File: src/hw/rtl/gfcd_pkg.sv
// ----------------------------------------------------------------------------
// gfcd_pkg
// shared types, constants and config register codes of the grid field block
// ----------------------------------------------------------------------------
package gfcd_pkg;

	localparam int MAX_ROWS_DEF = 1024;
	localparam int MAX_COLS_DEF = 1024;

	localparam int DATA_W      = 32;
	localparam int SIZE_W      = 11;
	localparam int IDX_W       = 10;
	localparam int FRAC_W      = 16;
	localparam int CFG_IDX_W   = 2;
	localparam int QUEUE_DEPTH = 4;
	localparam int MIN_SIZE    = 3;

	// difference, product and rounded product widths
	localparam int DIFF_W = DATA_W + 1;
	localparam int PROD_W = 2 * DATA_W + 1;
	localparam int Q_W    = PROD_W - FRAC_W;

	localparam logic [SIZE_W-1:0] ROWS_RESET = 11'd1024;
	localparam logic [SIZE_W-1:0] COLS_RESET = 11'd1024;
	localparam logic [DATA_W-1:0] INV_RESET  = 32'd65536;

	localparam logic [DATA_W-1:0] SAT_POS    = 32'h7fff_ffff;
	localparam logic [DATA_W-1:0] SAT_NEG    = 32'h8000_0000;
	localparam logic [PROD_W-1:0] ROUND_HALF = PROD_W'(1) << (FRAC_W - 1);

	typedef enum logic [CFG_IDX_W-1:0] {
		CFG_ROWS = 2'd0,
		CFG_COLS = 2'd1,
		CFG_INV  = 2'd2
	} cfg_idx_t;

	typedef struct packed {
		logic signed [DATA_W-1:0] potential;
		logic                     frame_start;
	} in_t;

	typedef struct packed {
		logic signed [DATA_W-1:0] field_x;
		logic signed [DATA_W-1:0] field_y;
		logic [IDX_W-1:0]         out_row;
		logic [IDX_W-1:0]         out_col;
		logic                     run_last;
		logic                     frame_end;
	} out_t;

	// classification of one sample by the front end
	typedef struct packed {
		logic has_out;   // row above exists, at least one result
		logic use_data;  // interior row, fields come from the neighbours
		logic last_row;  // second, zero result follows
		logic col0;      // left neighbour wraps to the row end
		logic col_last;  // right neighbour wraps to the row start
	} flags_t;

	typedef struct packed {
		flags_t           flags;
		logic [IDX_W-1:0] row;
		logic [IDX_W-1:0] col;
	} meta_t;

	typedef struct packed {
		logic signed [DATA_W-1:0] potential;
		meta_t                    meta;
	} cmd_t;

endpackage

File: src/hw/rtl/gfcd_queue.sv
// ----------------------------------------------------------------------------
// gfcd_queue
// small first-in first-out queue with full and empty flags
// ----------------------------------------------------------------------------
module gfcd_queue #(
	parameter  int W     = 8,
	parameter  int DEPTH = gfcd_pkg::QUEUE_DEPTH,
	localparam int PW    = $clog2(DEPTH),
	localparam int CNTW  = $clog2(DEPTH + 1)
) (
	input  logic         clk,
	input  logic         arst_n,
	input  logic         wr,
	input  logic [W-1:0] wr_data,
	output logic         full,
	input  logic         rd,
	output logic [W-1:0] rd_data,
	output logic         empty
);

	logic [W-1:0]    slot_q [DEPTH];
	logic [PW-1:0]   wr_ptr_q;
	logic [PW-1:0]   rd_ptr_q;
	logic [CNTW-1:0] count_q;
	logic            do_wr;
	logic            do_rd;

	assign full    = (count_q == CNTW'(DEPTH));
	assign empty   = (count_q == '0);
	assign do_wr   = wr && !full;
	assign do_rd   = rd && !empty;
	assign rd_data = slot_q[rd_ptr_q];

	always_ff @(posedge clk or negedge arst_n) begin
		if (!arst_n) begin
			wr_ptr_q <= '0;
			rd_ptr_q <= '0;
			count_q  <= '0;
		end else begin
			if (do_wr) begin
				wr_ptr_q <= (wr_ptr_q == PW'(DEPTH - 1)) ? '0 : wr_ptr_q + PW'(1);
			end
			if (do_rd) begin
				rd_ptr_q <= (rd_ptr_q == PW'(DEPTH - 1)) ? '0 : rd_ptr_q + PW'(1);
			end
			if (do_wr && !do_rd) begin
				count_q <= count_q + CNTW'(1);
			end else if (do_rd && !do_wr) begin
				count_q <= count_q - CNTW'(1);
			end
		end
	end

	always_ff @(posedge clk) begin
		if (do_wr) begin
			slot_q[wr_ptr_q] <= wr_data;
		end
	end

endmodule

File: config.mk
export PLATFORM = sky130hd
export DESIGN_NAME = gfcd_queue
export DESIGN_NICKNAME = d
export VERILOG_FILES = /design/src/hw/rtl/gfcd_pkg.sv /design/src/hw/rtl/gfcd_queue.sv
export SDC_FILE = /design/constraint.sdc
export NUM_CORES = 1
export LEC_CHECK = 0
export ABC_CLOCK_PERIOD_IN_PS = 2400
export BUFFER_PORTS_ARGS = -buffer_cell sky130_fd_sc_hd__buf_2
export CORE_MARGIN = 2
export CORE_UTILIZATION = 56
export CTS_BUF_LIST = sky130_fd_sc_hd__clkbuf_2 sky130_fd_sc_hd__clkbuf_4 sky130_fd_sc_hd__clkbuf_8
export CTS_CLUSTER_SIZE = 10
export DETAILED_ROUTE_END_ITERATION = 16
export PLACE_DENSITY_LB_ADDON = 0.25
export SLEW_MARGIN = 10
export SYNTH_ARGS = -nofsm -noshare
export SYNTH_HDL_FRONTEND = slang
export SYNTH_SLANG_ARGS = --single-unit
File: constraint.sdc
create_clock -name clk -period 2.4 [get_ports clk]
set_clock_uncertainty 0.05 [all_clocks]
set_input_delay 0.48 -clock clk [delete_from_list [all_inputs] [get_ports clk]]
set_output_delay 0.48 -clock clk [all_outputs]
set_load 0.05 [all_outputs]
Word level (Yosys, flattened, before mapping)
Memory sizes are Yosys's and may differ from the RTL's.
Index checks and enable logic that the tools add are counted.
Operators by class
  reduce and logical (&&, ||, !) cells: 10
  add/subtract/negate cells: 4
  equal/unequal tests: 3
  mux-type cells: 6
Operator list (count)
  $mux W3: 2
  $add A2 B1 Y2 const B: 2
  $eq A2 B2 Y1 const B: 2
  $logic_and A1 B1 Y1: 4
  $logic_not A1 Y1: 4
  $mux W2: 2
  $add A3 B1 Y3 const B: 1
  $eq A3 B3 Y1 const B: 1
  $logic_not A3 Y1: 1
  $sub A3 B1 Y3 const B: 1
  $mux W1: 2
  $reduce_bool A2 Y1: 1
Storage, ports and cells
  word-level logic and storage cells: 27
  output and inout port bits: 10
  memories: 1
  memory bits (writable): 32
  register bits: 7
  input bits: 12
Memories
  slot_q: words 4, width 8, read ports 1, clocked after memory_dff 0, write ports 1, line gfcd_queue.sv:21  | logic [W-1:0] slot_q [DEPTH];

Depth between registers and ports, before layout
  depth in word-level cells: 7
  depth in mapped cells: 8
  depth with buffers taken out: 8

Worst setup path after synthesis
No wires, ideal clock.
  path type: register -> register
  from: reg count_q[0]
  to: reg count_q[2]
  buffers on the path: 0
  arrival: 2928 ps
  cell stages (with the launch flop): 9
  period minus slack after synthesis: 3057 ps
  slack: -657 ps
  setup time: 79 ps
  path through: dfrtp_1 nor3_1 nand2b_4 ha_1 inv_1 fa_1 xor2_1 nor2_1 xor2_1
On the way
  cells in the longest elaborated chain, start to end: 6
Ends and longest elaborated chain
  start, declared: line gfcd_queue.sv:24  | logic [CNTW-1:0] count_q;
  start signal, assigned: line gfcd_queue.sv:47  | count_q <= count_q + CNTW'(1);
  start signal, assigned: line gfcd_queue.sv:49  | count_q <= count_q - CNTW'(1);
  $logic_not A3 Y1 (*): line gfcd_queue.sv:29  | assign empty = (count_q == '0);
  via empty: line gfcd_queue.sv:18  | output logic empty
  $logic_not A1 Y1 (*): line gfcd_queue.sv:31  | assign do_rd = rd && !empty;
  $logic_and A1 B1 Y1 (*): line gfcd_queue.sv:31
  $logic_not A1 Y1: line gfcd_queue.sv:46  | if (do_wr && !do_rd) begin
  $logic_and A1 B1 Y1: line gfcd_queue.sv:46
  $mux W3 or $reduce_bool A2 Y1 (tied branches)
Mark *: on every way through the listed nets, which the timed path passes. The rest lies on a longest branch. The select of a mux whose other input is x is not followed.
A chain may end at the register's enable or synchronous reset.

Final worst setup path
  from: reg rd_ptr_q[0]
  to: out rd_data[1]
On the way
  cells in the longest elaborated chain, start to end: 1
Ends and longest elaborated chain
  start, declared: line gfcd_queue.sv:23  | logic [PW-1:0] rd_ptr_q;
  start signal, assigned: line gfcd_queue.sv:44  | rd_ptr_q <= (rd_ptr_q == PW'(DEPTH - 1)) ? '0 : rd_ptr_q + PW'(1);
  $mem_v2 Z4 W8
  end, declared: line gfcd_queue.sv:17  | output logic [W-1:0] rd_data,
No other way between the ends.

==> impl_metrics.prom <==
# TYPE chip_impl_metric gauge
chip_impl_info{name="status",value="finished, final reports clean"} 1
chip_impl_metric{name="synthDistinctLibCells",unit=""} 19
chip_impl_metric{name="cts_sinks",unit=""} 39
chip_impl_metric{name="crit_fanout",unit=""} 11
chip_impl_metric{name="vias",unit=""} 761
chip_impl_metric{name="syn_area",unit="um2"} 1618
chip_impl_metric{name="floorplan.core_area",unit="um2"} 2758
chip_impl_info{name="synth_area_leaders",value="edfxtp_1 (59%), mux4_2 (11%), dfrtp_1 (11%)"} 1
chip_impl_metric{name="fin_crit",unit="ns"} 2.191
chip_impl_metric{name="initial_utilization",unit="%"} 58.67
chip_impl_metric{name="port_buffers",unit=""} 21
chip_impl_info{name="synth_largest_area_cell",value="edfxtp_1"} 1
chip_impl_info{name="hold_class",value="input port to register"} 1
chip_impl_metric{name="post-route-cell-area",unit="um2"} 1841
chip_impl_metric{name="via_per_inst",unit=""} 5.475
chip_impl_metric{name="first_global_vias",unit=""} 816
chip_impl_metric{name="synthDominantCellAreaShare",unit="%"} 59.40
chip_impl_info{name="yosys-top-cells-count",value="edfxtp_1 (32), mux4_2 (8), dfrtp_1 (7)"} 1
chip_impl_metric{name="grt_max_degree",unit=""} 12
chip_impl_metric{name="total_leakage_power",unit="uW"} 0.0007134
chip_impl_metric{name="drt-pass1-iter-count",unit=""} 4
chip_impl_metric{name="post_dp_cell_area",unit="um2"} 1772
chip_impl_metric{name="numPlacedInstances",unit=""} 130
chip_impl_metric{name="clock.fmax",unit="GHz"} 0.4565
chip_impl_metric{name="drt.antenna.violating_nets",unit=""} 0
chip_impl_metric{name="floorplan.io_pins",unit=""} 22
chip_impl_info{name="ys_dominant_reg_cell",value="edfxtp_1"} 1
chip_impl_metric{name="postSynthNetCount",unit=""} 98
chip_impl_metric{name="ys_seq_area_share",unit="%"} 70.22
chip_impl_metric{name="place.detailed.hpwl",unit="um"} 1692
chip_impl_metric{name="gpl.final_weighted_congestion",unit=""} 0.6175
chip_impl_metric{name="instances_no_fill",unit=""} 139
chip_impl_metric{name="die_h",unit="um"} 57.75
chip_impl_metric{name="drt_drc_violations_left",unit=""} 0
chip_impl_info{name="worstSetupEndpointType",value="output port"} 1
chip_impl_metric{name="worst_hold_path.num_cells",unit=""} 1
chip_impl_metric{name="timing_hold_violations_final",unit=""} 0
chip_impl_metric{name="global_route.usage.total",unit="%"} 16.25
chip_impl_metric{name="period_share",unit="%"} 91.27
chip_impl_metric{name="syn_inst",unit=""} 79
chip_impl_metric{name="placementRows",unit=""} 19
chip_impl_metric{name="syn_area_per_cell",unit="um2"} 20.48
chip_impl_metric{name="setup_total_negative_slack",unit="ns"} 0
chip_impl_metric{name="grt_overflow_total",unit=""} 0
chip_impl_metric{name="cp_data_required_time",unit="ns"} 1.87
chip_impl_metric{name="synth_async_sr_flop_share",unit="%"} 17.95
chip_impl_metric{name="worstSkewPairLatency",unit="ns"} 0.33
chip_impl_metric{name="area_growth_syn_to_layout",unit="%"} 13.77
chip_impl_metric{name="power.density",unit="nW/um2"} 1333
chip_impl_metric{name="cts-htree-levels",unit=""} 2
chip_impl_metric{name="insertedDiodeCount",unit=""} 0
chip_impl_metric{name="drt_iter0_drc",unit=""} 13
chip_impl_metric{name="total_die_area",unit="um2"} 3335
chip_impl_metric{name="final_max_slew_viol_count",unit=""} 0
chip_impl_info{name="path_class",value="register to output port"} 1
chip_impl_metric{name="cts_buffer_depth",unit=""} 2
chip_impl_info{name="ctsRootBufferMaster",value="clkbuf_4"} 1
chip_impl_metric{name="peakVddDrop",unit="uV"} 1024
chip_impl_info{name="rsz0062_at_grt",value="no"} 1
chip_impl_info{name="critPathLaunchType",value="register"} 1
chip_impl_metric{name="worst_r2r_path_depth",unit=""} 6
chip_impl_metric{name="routed_wl",unit="um"} 2337
chip_impl_metric{name="clkSlewWorstSetupHoldPaths",unit="ns"} 0.11
chip_impl_metric{name="drive_above_1_share",unit="%"} 44.44
chip_impl_metric{name="synth_seq_cells",unit=""} 39
chip_impl_metric{name="cts_buffers",unit=""} 5
chip_impl_metric{name="grt_antenna_before_repair",unit=""} 0
chip_impl_metric{name="critPathArrivalTime",unit="ns"} 1.66
chip_impl_metric{name="detail_route.wl_per_cell",unit="um"} 16.81
chip_impl_info{name="tritoncts",value="yes"} 1
chip_impl_metric{name="ys_warn_count",unit=""} 0
chip_impl_metric{name="grt_first_pass_wirelength",unit="um"} 3788
chip_impl_metric{name="max-slew-margin-rel",unit="%"} 71.63
chip_impl_metric{name="worst_margin_slew",unit="ns"} 0.4255
chip_impl_metric{name="nNetsFinal",unit=""} 126
chip_impl_metric{name="die_boundary_width",unit="um"} 57.75
chip_impl_metric{name="synth-edff-count",unit=""} 32
chip_impl_metric{name="setup_viol",unit=""} 0
chip_impl_metric{name="maxCapViolations",unit=""} 0
chip_impl_info{name="yosysMostFrequentCell",value="edfxtp_1"} 1
[sequential cells by signal, summed over array words and instances (netlist names)]
| register | cells |
|---|---|
| rd_ptr_q | 2 |
| count_q | 3 |
| slot_q | 32 |
| wr_ptr_q | 2 |
[cells by family (layout without fill, tap and decap cells)]
logic type / count (synthesis) / count (layout) / share of synthesized area, %
DFF: 39 / 39 / 70.22
adders and majority gates: 7 / 7 / 5.878
xor gates and xnor gates: 3 / 3 / 1.624
and+or+nand+nor: 12 / 12 / 5.490
buffers and inverters: 5 / 34 / 1.237
muxes: 13 / 13 / 15.55
[worst max-delay path, cell delays in order (launching register included)]
cell and delay [ns]:
dfrtp_2 0.58, mux4_2 0.54, buf_2 0.22
[cell type report]
cell class | count | area [um2]
flip-flops and latches | 39 | 1137
fillers | 199 | 917.1
multi-input cells | 35 | 473.0
repair buffers | 23 | 122.6
clock buffers | 7 | 52.55
well taps | 31 | 38.79
inverters | 3 | 11.26
clock inverters | 1 | 5.005
[layout by cell type, fill, tap and decap left out]
master,instances
edfxtp_1,32
buf_2,21
inv_1,3
mux4_2,8
mux2_2,1
fa_1,1
buf_4,1
clkbuf_4,7
nand2b_4,1
nand2_1,1
clkinv_2,1
dlygate4sd3_1,1
xnor2_1,1
nor2_1,4
nor2b_4,1
nor3b_4,1
dfrtp_1,6
and2_1,3
ha_1,6
nor3_4,1
xor2_1,2
mux2_4,4
dfrtp_2,1
[power by group]
part           switching, uW  internal [uW]  leakage [uW]
sequential               177            917      0.000374
clock                    190            137     0.0000361
combinational            613            419      0.000303
total                    980           1470      0.000713
[per-stage QoR]
stage | utilization (%) | setup WS, ns | hold WS (ns) | total power [uW]
2_1_floorplan | - | 0.08729 | 0.1344 | 1941
3_3_place_gp | 64.25 | 0.3564 | 0.2726 | 2129
3_5_place_dp | 64.25 | 0.3398 | 0.2826 | 2163
4_1_cts | 66.74 | 0.1689 | 0.2947 | 2492
5_1_grt | 66.74 | 0.1121 | 0.2939 | 2592
6_report | 66.74 | 0.2095 | 0.3126 | 2453
[per-layer routing]
| metal | vias up | track usage (%) | wire, um |
|---|---|---|---|
| met4 | 0 | 8.306 | 31 |
| met3 | 5 | 4.688 | 133 |
| met1 | 374 | 18.80 | 945 |
| li1 | 359 | - | - |
| met5 | - | 0 | 0 |
| met2 | 23 | 27.60 | 1225 |
[worst paths after layout]
kind                       slack, ns                 endpoint               startpoint
setup / recovery                0.21               rd_data[1]  rd_ptr_q[0]$_DFFE_PN0P_
hold / removal                  0.31   slot_q[3][4]$_DFFE_PP_               wr_data[4]
setup reg to reg                0.33   count_q[1]$_DFFE_PN0P_   count_q[0]$_DFFE_PN0P_
hold reg to reg                 0.50   count_q[2]$_DFFE_PN0P_   count_q[2]$_DFFE_PN0P_
max in group asynchronous       1.65  rd_ptr_q[0]$_DFFE_PN0P_                   arst_n
min in group asynchronous       0.46   count_q[0]$_DFFE_PN0P_                   arst_n
[repair_timing]
action | CTS | global route
endpoints found under the hold margin | 7 | 0
resized for setup | 1 | 0
setup buffers | 0 | 0
setup endpoints to repair | 8 | 0
hold buffers | 1 | 0
Power figures use the tool's default switching activity.
