### config.mk
export PLATFORM = sky130hd
export DESIGN_NAME = gfcd_front
export DESIGN_NICKNAME = d
export VERILOG_FILES = /design/src/hw/rtl/gfcd_pkg.sv /design/src/hw/rtl/gfcd_front.sv
export SDC_FILE = /design/constraint.sdc
export NUM_CORES = 1
export LEC_CHECK = 0
export BUFFER_PORTS_ARGS = -buffer_cell sky130_fd_sc_hd__buf_2
export CELL_PAD_IN_SITES_DETAIL_PLACEMENT = 2
export CELL_PAD_IN_SITES_GLOBAL_PLACEMENT = 2
export CORE_MARGIN = 2
export CORE_UTILIZATION = 27
export DETAILED_ROUTE_END_ITERATION = 12
export PLACE_DENSITY = 0.89
export SLEW_MARGIN = 10
export SYNTH_ARGS = -nofsm -noshare
export SYNTH_HDL_FRONTEND = slang
export SYNTH_SLANG_ARGS = --single-unit
### constraint.sdc
create_clock -name clk -period 7.9 [get_ports clk]
set_clock_uncertainty 0.1 [all_clocks]
set_input_delay 1.185 -clock clk [delete_from_list [all_inputs] [get_ports clk]]
set_output_delay 1.185 -clock clk [all_outputs]
set_load 0.01 [all_outputs]
### src/hw/rtl/gfcd_pkg.sv
// ----------------------------------------------------------------------------
// gfcd_pkg
// shared types, constants and config register codes of the grid field block
// ----------------------------------------------------------------------------
package gfcd_pkg;

	localparam int MAX_ROWS_DEF = 1024;
	localparam int MAX_COLS_DEF = 1024;

	localparam int DATA_W      = 32;
	localparam int SIZE_W      = 11;
	localparam int IDX_W       = 10;
	localparam int FRAC_W      = 16;
	localparam int CFG_IDX_W   = 2;
	localparam int QUEUE_DEPTH = 4;
	localparam int MIN_SIZE    = 3;

	// difference, product and rounded product widths
	localparam int DIFF_W = DATA_W + 1;
	localparam int PROD_W = 2 * DATA_W + 1;
	localparam int Q_W    = PROD_W - FRAC_W;

	localparam logic [SIZE_W-1:0] ROWS_RESET = 11'd1024;
	localparam logic [SIZE_W-1:0] COLS_RESET = 11'd1024;
	localparam logic [DATA_W-1:0] INV_RESET  = 32'd65536;

	localparam logic [DATA_W-1:0] SAT_POS    = 32'h7fff_ffff;
	localparam logic [DATA_W-1:0] SAT_NEG    = 32'h8000_0000;
	localparam logic [PROD_W-1:0] ROUND_HALF = PROD_W'(1) << (FRAC_W - 1);

	typedef enum logic [CFG_IDX_W-1:0] {
		CFG_ROWS = 2'd0,
		CFG_COLS = 2'd1,
		CFG_INV  = 2'd2
	} cfg_idx_t;

	typedef struct packed {
		logic signed [DATA_W-1:0] potential;
		logic                     frame_start;
	} in_t;

	typedef struct packed {
		logic signed [DATA_W-1:0] field_x;
		logic signed [DATA_W-1:0] field_y;
		logic [IDX_W-1:0]         out_row;
		logic [IDX_W-1:0]         out_col;
		logic                     run_last;
		logic                     frame_end;
	} out_t;

	// classification of one sample by the front end
	typedef struct packed {
		logic has_out;   // row above exists, at least one result
		logic use_data;  // interior row, fields come from the neighbours
		logic last_row;  // second, zero result follows
		logic col0;      // left neighbour wraps to the row end
		logic col_last;  // right neighbour wraps to the row start
	} flags_t;

	typedef struct packed {
		flags_t           flags;
		logic [IDX_W-1:0] row;
		logic [IDX_W-1:0] col;
	} meta_t;

	typedef struct packed {
		logic signed [DATA_W-1:0] potential;
		meta_t                    meta;
	} cmd_t;

endpackage

### src/hw/rtl/gfcd_front.sv
// ----------------------------------------------------------------------------
// gfcd_front
// takes samples, tracks the grid position and classifies each sample
// ----------------------------------------------------------------------------
module gfcd_front #(
	parameter  int MAX_ROWS = gfcd_pkg::MAX_ROWS_DEF,
	parameter  int MAX_COLS = gfcd_pkg::MAX_COLS_DEF,
	localparam int RW       = $clog2(MAX_ROWS),
	localparam int CW       = $clog2(MAX_COLS),
	localparam int RSW      = $clog2(MAX_ROWS + 1),
	localparam int CSW      = $clog2(MAX_COLS + 1)
) (
	input  logic                clk,
	input  logic                arst_n,
	input  logic                push,
	input  gfcd_pkg::in_t       sample,
	input  logic                q_full,
	input  logic [RSW-1:0]      rows_used,
	input  logic [CSW-1:0]      cols_used,
	output logic                q_wr,
	output gfcd_pkg::cmd_t      q_cmd,
	output logic [CW-1:0]       q_col
);

	logic [RW-1:0]                   row_q;
	logic [CW-1:0]                   col_q;
	logic [RW-1:0]                   r_start;
	logic [CW-1:0]                   c_start;
	logic [RW-1:0]                   rc;
	logic [CW-1:0]                   cc;
	logic [RW-1:0]                   row_nx;
	logic                            last_row;
	logic                            col_last;
	logic [RW+gfcd_pkg::IDX_W-1:0]   row_ext;
	logic [CW+gfcd_pkg::IDX_W-1:0]   col_ext;

	assign q_wr = push && !q_full;

	always_comb begin
		r_start  = sample.frame_start ? '0 : row_q;
		c_start  = sample.frame_start ? '0 : col_q;
		// counters left beyond a smaller frame wrap to zero
		rc       = (RSW'(r_start) >= rows_used) ? '0 : r_start;
		cc       = (CSW'(c_start) >= cols_used) ? '0 : c_start;
		last_row = (RSW'(rc) == rows_used - RSW'(1));
		col_last = (CSW'(cc) + CSW'(1) == cols_used);
		row_nx   = (RSW'(rc) + RSW'(1) >= rows_used) ? '0 : rc + RW'(1);
		row_ext  = {{gfcd_pkg::IDX_W{1'b0}}, rc};
		col_ext  = {{gfcd_pkg::IDX_W{1'b0}}, cc};

		q_cmd.potential           = sample.potential;
		q_cmd.meta.flags.has_out  = (rc != '0);
		q_cmd.meta.flags.use_data = (rc > RW'(1));
		q_cmd.meta.flags.last_row = last_row;
		q_cmd.meta.flags.col0     = (cc == '0);
		q_cmd.meta.flags.col_last = col_last;
		q_cmd.meta.row            = row_ext[gfcd_pkg::IDX_W-1:0];
		q_cmd.meta.col            = col_ext[gfcd_pkg::IDX_W-1:0];
		q_col                     = cc;
	end

	always_ff @(posedge clk or negedge arst_n) begin
		if (!arst_n) begin
			row_q <= '0;
			col_q <= '0;
		end else if (q_wr) begin
			if (col_last) begin
				col_q <= '0;
				row_q <= row_nx;
			end else begin
				col_q <= cc + CW'(1);
				row_q <= rc;
			end
		end
	end

endmodule

Yosys cells after proc, flatten, opt, wreduce, memory -nomap -nowiden:

Cells that the tools add are included.

* word-level logic and storage cells: 24
* bits in registers: 20
* output and inout port bits: 68
* input bits: 59

* muxes and demuxes: 7
* $lt $le $gt $ge: 4
* reduce and logical (&&, ||, !) cells: 4
* equality and inequality tests: 2
* add/subtract/negate cells: 5

Operators by type and width (count)
* $mux 10: 7
* $add 10x1->11 const B: 2
* $ge 10x11->1: 2
* $add 10x1->10 const B: 2
* $eq 10x11->1: 1
* $eq 11x11->1: 1
* $ge 11x11->1: 1
* $sub 11x1->11 const B: 1
* $gt 10x1->1 const B: 1
* $logic_not 10->1: 1
* $reduce_bool 10->1: 1
* $logic_and 1x1->1: 1
* $logic_not 1->1: 1

Longest topological paths before layout:

Gate-level depths: netlist (run 1).

* word-level depth: 7
* mapped depth: 26
* gate-level depth less buffers: 23

Worst setup path before layout (run 1):

Ideal clock, no wire load.

* path type: input-to-output
* from: input sample[0] (netlist bit)
* to: output q_cmd[20] (netlist bit)
* required time: 6.615 ns
* arrival time: 5.084 ns
* stages: 21
* slack: 1.531 ns
* buffers on the path: 4
* path through: buf_2 > buf_1 > nor2b_1 > ha_1 > nand2_1 > o21ai_0 > a31o_2 > nor3_2 > nand2_1 > inv_1 > ha_1 > and3_1 > and4_1 > xnor2_1 > nor4b_1 > a211oi_1 > or2_2 > or4_1 > buf_2 > clkinv_2 > buf_4

RTL lines
* start, declared: line gfcd_front.sv:16 `input gfcd_pkg::in_t sample,`
* end, declared: line gfcd_front.sv:21 `output gfcd_pkg::cmd_t q_cmd,`

==> impl_metrics.py, run 1 <==
metrics = {
    "run_status": {
        "status": "complete, no violations",
    },
    "detailed_routing": {
        "drtAntennaViolNets": 0,
        "drcViolationCount": 0,
        "vias_per_cell": 5.124,
        "drt_iter0_drc": 128,
        "drt-pass1-iter-count": 4,
        "routed_wl_mm": 11.57,
        "vias": 3264,
        "wire_per_inst_um": 18.16,
    },
    "setup_path": {
        "start_kind": "primary input",
        "reg2regPathDepth": 21,
        "crit_path_end_kind": "output pin",
        "crit_slowest_cell": "or4_1",
        "arrival_ns": 6.16,
        "required_ns": 6.61,
        "slowest_delay_ns": 0.56,
        "crit_type": "primary input to output pin",
        "crit_cells": 21,
        "critPathMaxFanout": 24,
        "crit_chain": "buf_2, inv_2, nand2_1, inv_1, ha_1, a21oi_1, o21ai_0, a31o_2, nor3_2, nand2_1, inv_1, ha_1, and3_1, and4_1, xnor2_1, nor4b_1, a211oi_1, or2_2, or4_1, clkinv_2, buf_2",
        "crit_family": "simple AND/OR/NAND/NOR gates",
        "critPathBufInv": 6,
    },
    "layout": {
        "n_antenna_cell": 0,
        "drive_gt1_share_pct": 17.27,
        "nNetsFinal": 568,
        "syn2layout_area_growth_pct": 6.817,
        "fin_cells": 637,
    },
    "yosys": {
        "yosys-top-cells-count": "nand2_1, buf_4, ha_1, inv_1, nor2_1",
        "synthSimpleGateAreaFrac_pct": 27.04,
        "yosysWarnings": 0,
        "synth_edf_count": 0,
        "synthMuxAreaShare_pct": 1.179,
        "synth_most_common_cell": "nand2_1",
        "async_flop_share_pct": 100.0,
        "postSynthAreaPerCell_um2": 7.398,
        "synth_compound_area_share_pct": 16.32,
        "synthXorXnorAreaFrac_pct": 9.985,
        "synth_area_um2": 3396,
        "synth_top_area_cell": "dfrtp_1",
        "synth_seq_cells": 20,
        "yosysTopAreaCellShare_pct": 14.74,
        "synth.distinct_cells": 61,
        "ys_seq_area_share_pct": 14.74,
        "synth_top_family_by_area": "simple AND/OR/NAND/NOR gates",
        "synthCells": 459,
        "synth_area_leaders": "dfrtp_1, ha_1, buf_4",
        "synth_flop_cell": "dfrtp_1",
        "syn_nets": 557,
        "synth-adder-area-share_pct": 14.37,
    },
    "global_route": {
        "grtUsageTotal_pct": 17.27,
        "grt_pass1_wl_mm": 18.66,
        "first_global_vias": 3545,
        "grt_util_met2_pct": 32.16,
        "grtUsageMet3_pct": 1.349,
        "grt_util_met1_pct": 22.20,
        "grt_overflow": 0,
        "grt.busiest_layer": "met2",
        "antenna_found_initial": 0,
        "grt_max_degree": 27,
    },
    "cts": {
        "htree_num_levels": 1,
        "postCtsResizedCells": 0,
        "cts_buffers": 3,
        "cts_buffer_depth": 2,
        "postCtsSetupRepairBufs": 0,
        "tritoncts": "built",
        "cts_hold_buf": 0,
        "clk_pin_slew_worst_paths_ns": 0.06,
        "cts-root-buf": "clkbuf_16",
        "cts_sinks": 20,
        "insertion_delay_ns": 0.25,
    },
    "floorplan": {
        "core_um2": 12160,
        "rows": 40,
        "initial_core_util_pct": 27.92,
        "die_w_um": 116.1,
        "ioPinCount": 127,
        "dieArea_um2": 13490,
        "die_h_um": 116.1,
    },
    "sta": {
        "hold_viol": 0,
        "setup_viol": 0,
        "rsz0062_at_grt": "no",
        "final_max_slew_viol_count": 0,
        "relSlewSlack_pct": 38.69,
        "fmax_mhz": 134.3,
        "fin_crit_sh_pct": 94.28,
        "period_needed_ns": 7.448,
        "worst_pin_slew_ns": 0.9163,
        "final.setup.tns_ns": 0,
    },
    "placed_design": {
        "gp_congestion": 0.8506,
        "port_buffers": 62,
        "place_inst": 633,
        "hpwl_mm": 9.538,
    },
    "flow_run": {
        "drv_cap": 0,
    },
    "hold_path": {
        "min_path_cells": 2,
        "hp-class": "flip-flop to flip-flop",
    },
    "power_and_ir_drop": {
        "peakVddDrop_uv": 56.55,
        "leakage_uw": 0.001951,
        "p_comb_share_pct": 37.8,
        "netSwitchingPower_uw": 134.6,
        "p_int_uw": 245.1,
        "seqPwrFrac_pct": 31.7,
        "p_per_area_nw_per_um2": 104.7,
        "clockPowerShare_pct": 30.4,
        "sw_frac_of_total_pct": 35.45,
    },
}
-- sequential cells by signal, summed over array words and instances, names as in the netlist --
register and count:
row_q 10, col_q 10
-- power by group through the flow --
stage                     clock, µW  sequential (µW)  combinational (µW)
after CTS                       118              121                 145
after global routing            123              123                 162
after floorplan                   0              119                 113
final                           116              121                 144
after global placement            0              122                 137
after detailed placement          0              122                 144
-- tightest hold or removal path: stages, from the launching register on --
cell and delay [ns]:
dfrtp_1 0.39, nand2_1 0.07, o31ai_1 0.06
-- metal layers --
layer	vias up	routed length, µm
met5	-	0
met4	0	80
met3	6	428
met2	84	5920
met1	1618	5138
li1	1556	-
-- worst paths after layout --
| check | start | to | slack, ns |
|---|---|---|---|
| min | col_q[3] | col_q[3] | 0.46 |
| min reg2reg | col_q[3] | col_q[3] | 0.46 |
| max in group asynchronous | arst_n | col_q[0] | 6.58 |
| min in group asynchronous | arst_n | row_q[0] | 0.79 |
| max reg2reg | row_q[4] | row_q[5] | 2.25 |
| max | sample[0] | q_cmd[20] | 0.45 |
-- cell usage in the layout, fill, tap and decap left out, types with 11 or more instances in the layout --
cell type  netlist  routed
a21oi_1         19      19
nor2b_1         17      17
buf_2            5      62
dfrtp_1         20      20
nor2_1          27      27
nand2_1         57      57
ha_1            39      39
nor3_1          11      11
o21ai_0         22      22
inv_1           38      38
xnor2_1         25      25
-- area by class of cell --
type | instances | area [µm²]
fill | 1450 | 8534
multi-input combinational | 339 | 2340
tap | 168 | 210.2
clock buffer | 4 | 88.84
sequential | 20 | 500.5
inverter | 41 | 155.1
timing repair buffer | 65 | 332.8
-- per-stage QoR --
stage	instance area (µm²)	util (%)	hold slack (ns)	setup WS, ns	total power (µW)
after floorplan	3396	-	0.3646	1.531	231.8
after global placement	3538	29.09	0.4290	0.8283	258.8
after detailed placement	3538	29.09	0.4477	0.4523	266.5
after CTS	3627	29.83	0.4609	0.4359	384.5
after global routing	3627	29.83	0.5054	0.07151	407.8
final	3627	29.83	0.4562	0.4515	379.7
-- cell families (layout without fill, tap and decap cells) --
| logic type | count (synthesis) | in the layout |
|---|---|---|
| buf+inv | 100 | 110 |
| simple gates | 179 | 179 |
| fa+ha+maj | 39 | 39 |
| xor+xnor | 34 | 34 |
| mux | 4 | 4 |
| flops | 20 | 20 |
| compound gates | 83 | 83 |
Note: power is estimated with default switching activity, not from simulation.
==> run 2, diff against run 1 <==
Clock period 7.9 ns to 8.15 ns, I/O delays scaled along.
==> run 2 against run 1 <==
Against the previous run: count of clock-buffer cells in the layout fell by 1; sequential power shrank 3%; die area unchanged; wire length is 1.2% higher; utilization barely moved; design area is essentially flat; non-clock buffer count fell by 2; sequential share of layout area hardly changed; power is 4.2% higher; register-to-register slack better by 0.08 ns; global-route usage increased by 0.24 points; critical endpoint unchanged; largest cell class unchanged; highest routed layer unchanged.
==> impl_metrics.py, run 2 (synthesis results as in run 1) <==
metrics = {
    "global_route": {
        "grt_max_degree": 27,
        "grt_overflow": 0,
        "grt_pass1_wl_mm": 18.74,
        "grtUsageTotal_pct": 17.51,
        "antenna_found_initial": 0,
        "first_global_vias": 3569,
    },
    "floorplan": {
        "rows": 40,
        "die_h_um": 116.1,
        "die_w_um": 116.1,
        "core_um2": 12160,
        "ioPinCount": 127,
        "dieArea_um2": 13490,
        "initial_core_util_pct": 27.92,
    },
    "layout": {
        "n_antenna_cell": 0,
        "final_cell_mix": "buf_2, nand2_1, ha_1",
        "layout_commonest_cell": "buf_2",
        "reg_top3": "col_q x10, row_q x10",
        "syn2layout_area_growth_pct": 6.853,
        "nNetsFinal": 566,
        "fin_area_um2": 3628,
        "drive_gt1_share_pct": 16.92,
    },
    "detailed_routing": {
        "routed_wl_mm": 11.71,
        "vias_per_cell": 5.153,
        "drt-pass1-iter-count": 4,
        "vias": 3272,
        "drcViolationCount": 0,
        "drt_iter0_drc": 126,
        "drtAntennaViolNets": 0,
        "wire_per_inst_um": 18.43,
    },
    "setup_path": {
        "crit_slowest_cell": "or4_1",
        "crit_chain": "buf_2, inv_2, nand2_1, inv_1, ha_1, a21oi_1, o21ai_0, a31o_2, nor3_2, nand2_1, inv_1, ha_1, and3_1, and4_1, xnor2_1, nor4b_1, a211oi_1, or2_2, or4_1, clkinv_2, buf_2",
        "arrival_ns": 6.22,
        "crit_type": "primary input to output pin",
        "crit_family": "simple AND/OR/NAND/NOR gates",
        "required_ns": 6.83,
        "slowest_delay_ns": 0.56,
        "crit_path_end_kind": "output pin",
        "critPathBufInv": 6,
        "start_kind": "primary input",
        "critPathMaxFanout": 24,
    },
    "sta": {
        "final_max_slew_viol_count": 0,
        "rsz0062_at_grt": "no",
        "relSlewSlack_pct": 32.69,
        "final.setup.tns_ns": 0,
        "fin_crit_sh_pct": 92.50,
        "worst_pin_slew_ns": 1.006,
        "setup_viol": 0,
        "fmax_mhz": 132.6,
        "hold_viol": 0,
        "period_needed_ns": 7.539,
    },
    "power_and_ir_drop": {
        "peakVddDrop_uv": 54.56,
        "p_per_area_nw_per_um2": 109.1,
        "leakage_uw": 0.001949,
    },
    "cts": {
        "htree_num_levels": 1,
        "cts_buffers": 3,
        "cts_sinks": 20,
        "postCtsSetupRepairBufs": 0,
        "cts_buffer_depth": 2,
        "clk_pin_slew_worst_paths_ns": 0.06,
        "cts_hold_buf": 0,
        "cts-root-buf": "clkbuf_16",
        "insertion_delay_ns": 0.25,
        "postCtsResizedCells": 0,
        "tritoncts": "built",
    },
    "placed_design": {
        "port_buffers": 62,
        "gp_congestion": 0.8877,
        "post_dp_cell_area_um2": 3523,
        "hpwl_mm": 9.604,
    },
    "run_status": {
        "status": "complete, no violations",
    },
    "flow_run": {
        "drv_cap": 0,
    },
    "hold_path": {
        "hp-class": "flip-flop to flip-flop",
    },
}
run 2: metal layers:
layer	GRT usage, %	routed length, µm	part of all wire [%]
met2	32.59	5912	51
met3	1.868	414	3.5
met4	4.286	152	1.3
met5	0	0	0
met1	21.59	5226	45
run 2: area by class of cell:
cell class	instances	area, µm²
tap	168	210.2
fill	1460	8533
timing repair buffer	63	317.8
clock inverter	1	30.03
clock buffer	3	75.07
multi-input combinational	339	2340
sequential	20	500.5
inverter	41	155.1
run 2: stage by stage:
stage | cells | util (%) | power, µW | worst slack [ns] | hold slack, ns
5_1_grt | 635 | 29.84 | 420.1 | 0.2421 | 0.4841
3_3_place_gp | 631 | 28.97 | 250.8 | 1.016 | 0.4302
2_1_floorplan | 459 | - | 224.7 | 1.706 | 0.3646
4_1_cts | 635 | 29.84 | 399.6 | 0.6627 | 0.4493
6_report | 635 | 29.84 | 395.7 | 0.6110 | 0.4450
3_5_place_dp | 631 | 28.97 | 259.9 | 0.6921 | 0.4364
run 2: path summary, 6_finish.rpt:
| kind | end | cells past startpoint | start | slack [ns] |
|---|---|---|---|---|
| hold / removal | col_q[7] | 2 | col_q[7] | 0.45 |
| hold reg to reg | col_q[7] | 2 | col_q[7] | 0.45 |
| min in group asynchronous | row_q[1] | 1 | arst_n | 0.82 |
| setup reg to reg | row_q[7] | 20 | row_q[8] | 2.33 |
| max in group asynchronous | col_q[0] | 1 | arst_n | 6.80 |
| setup / recovery | q_cmd[20] | 21 | sample[0] | 0.61 |
run 2: report_power, final:
part | leakage, µW | internal, µW | total, µW | switching (µW)
registers | 0.000266 | 107 | 117 | 10.5
logic | 0.00163 | 55.4 | 140 | 84.9
clock network | 0.0000511 | 97.5 | 138 | 40.4
total | 0.00195 | 260 | 396 | 136
run 2: worst reg2reg max path: cells and delay by family (launching register included):
family / cells / cell delay [ns]
AOI/OAI and AO/OA: 7 / 1.99
and+or+nand+nor: 8 / 1.80
adders and majority gates: 3 / 0.91
DFF: 1 / 0.44
xor gates and xnor gates: 1 / 0.29
buffers and inverters: 1 / 0.20
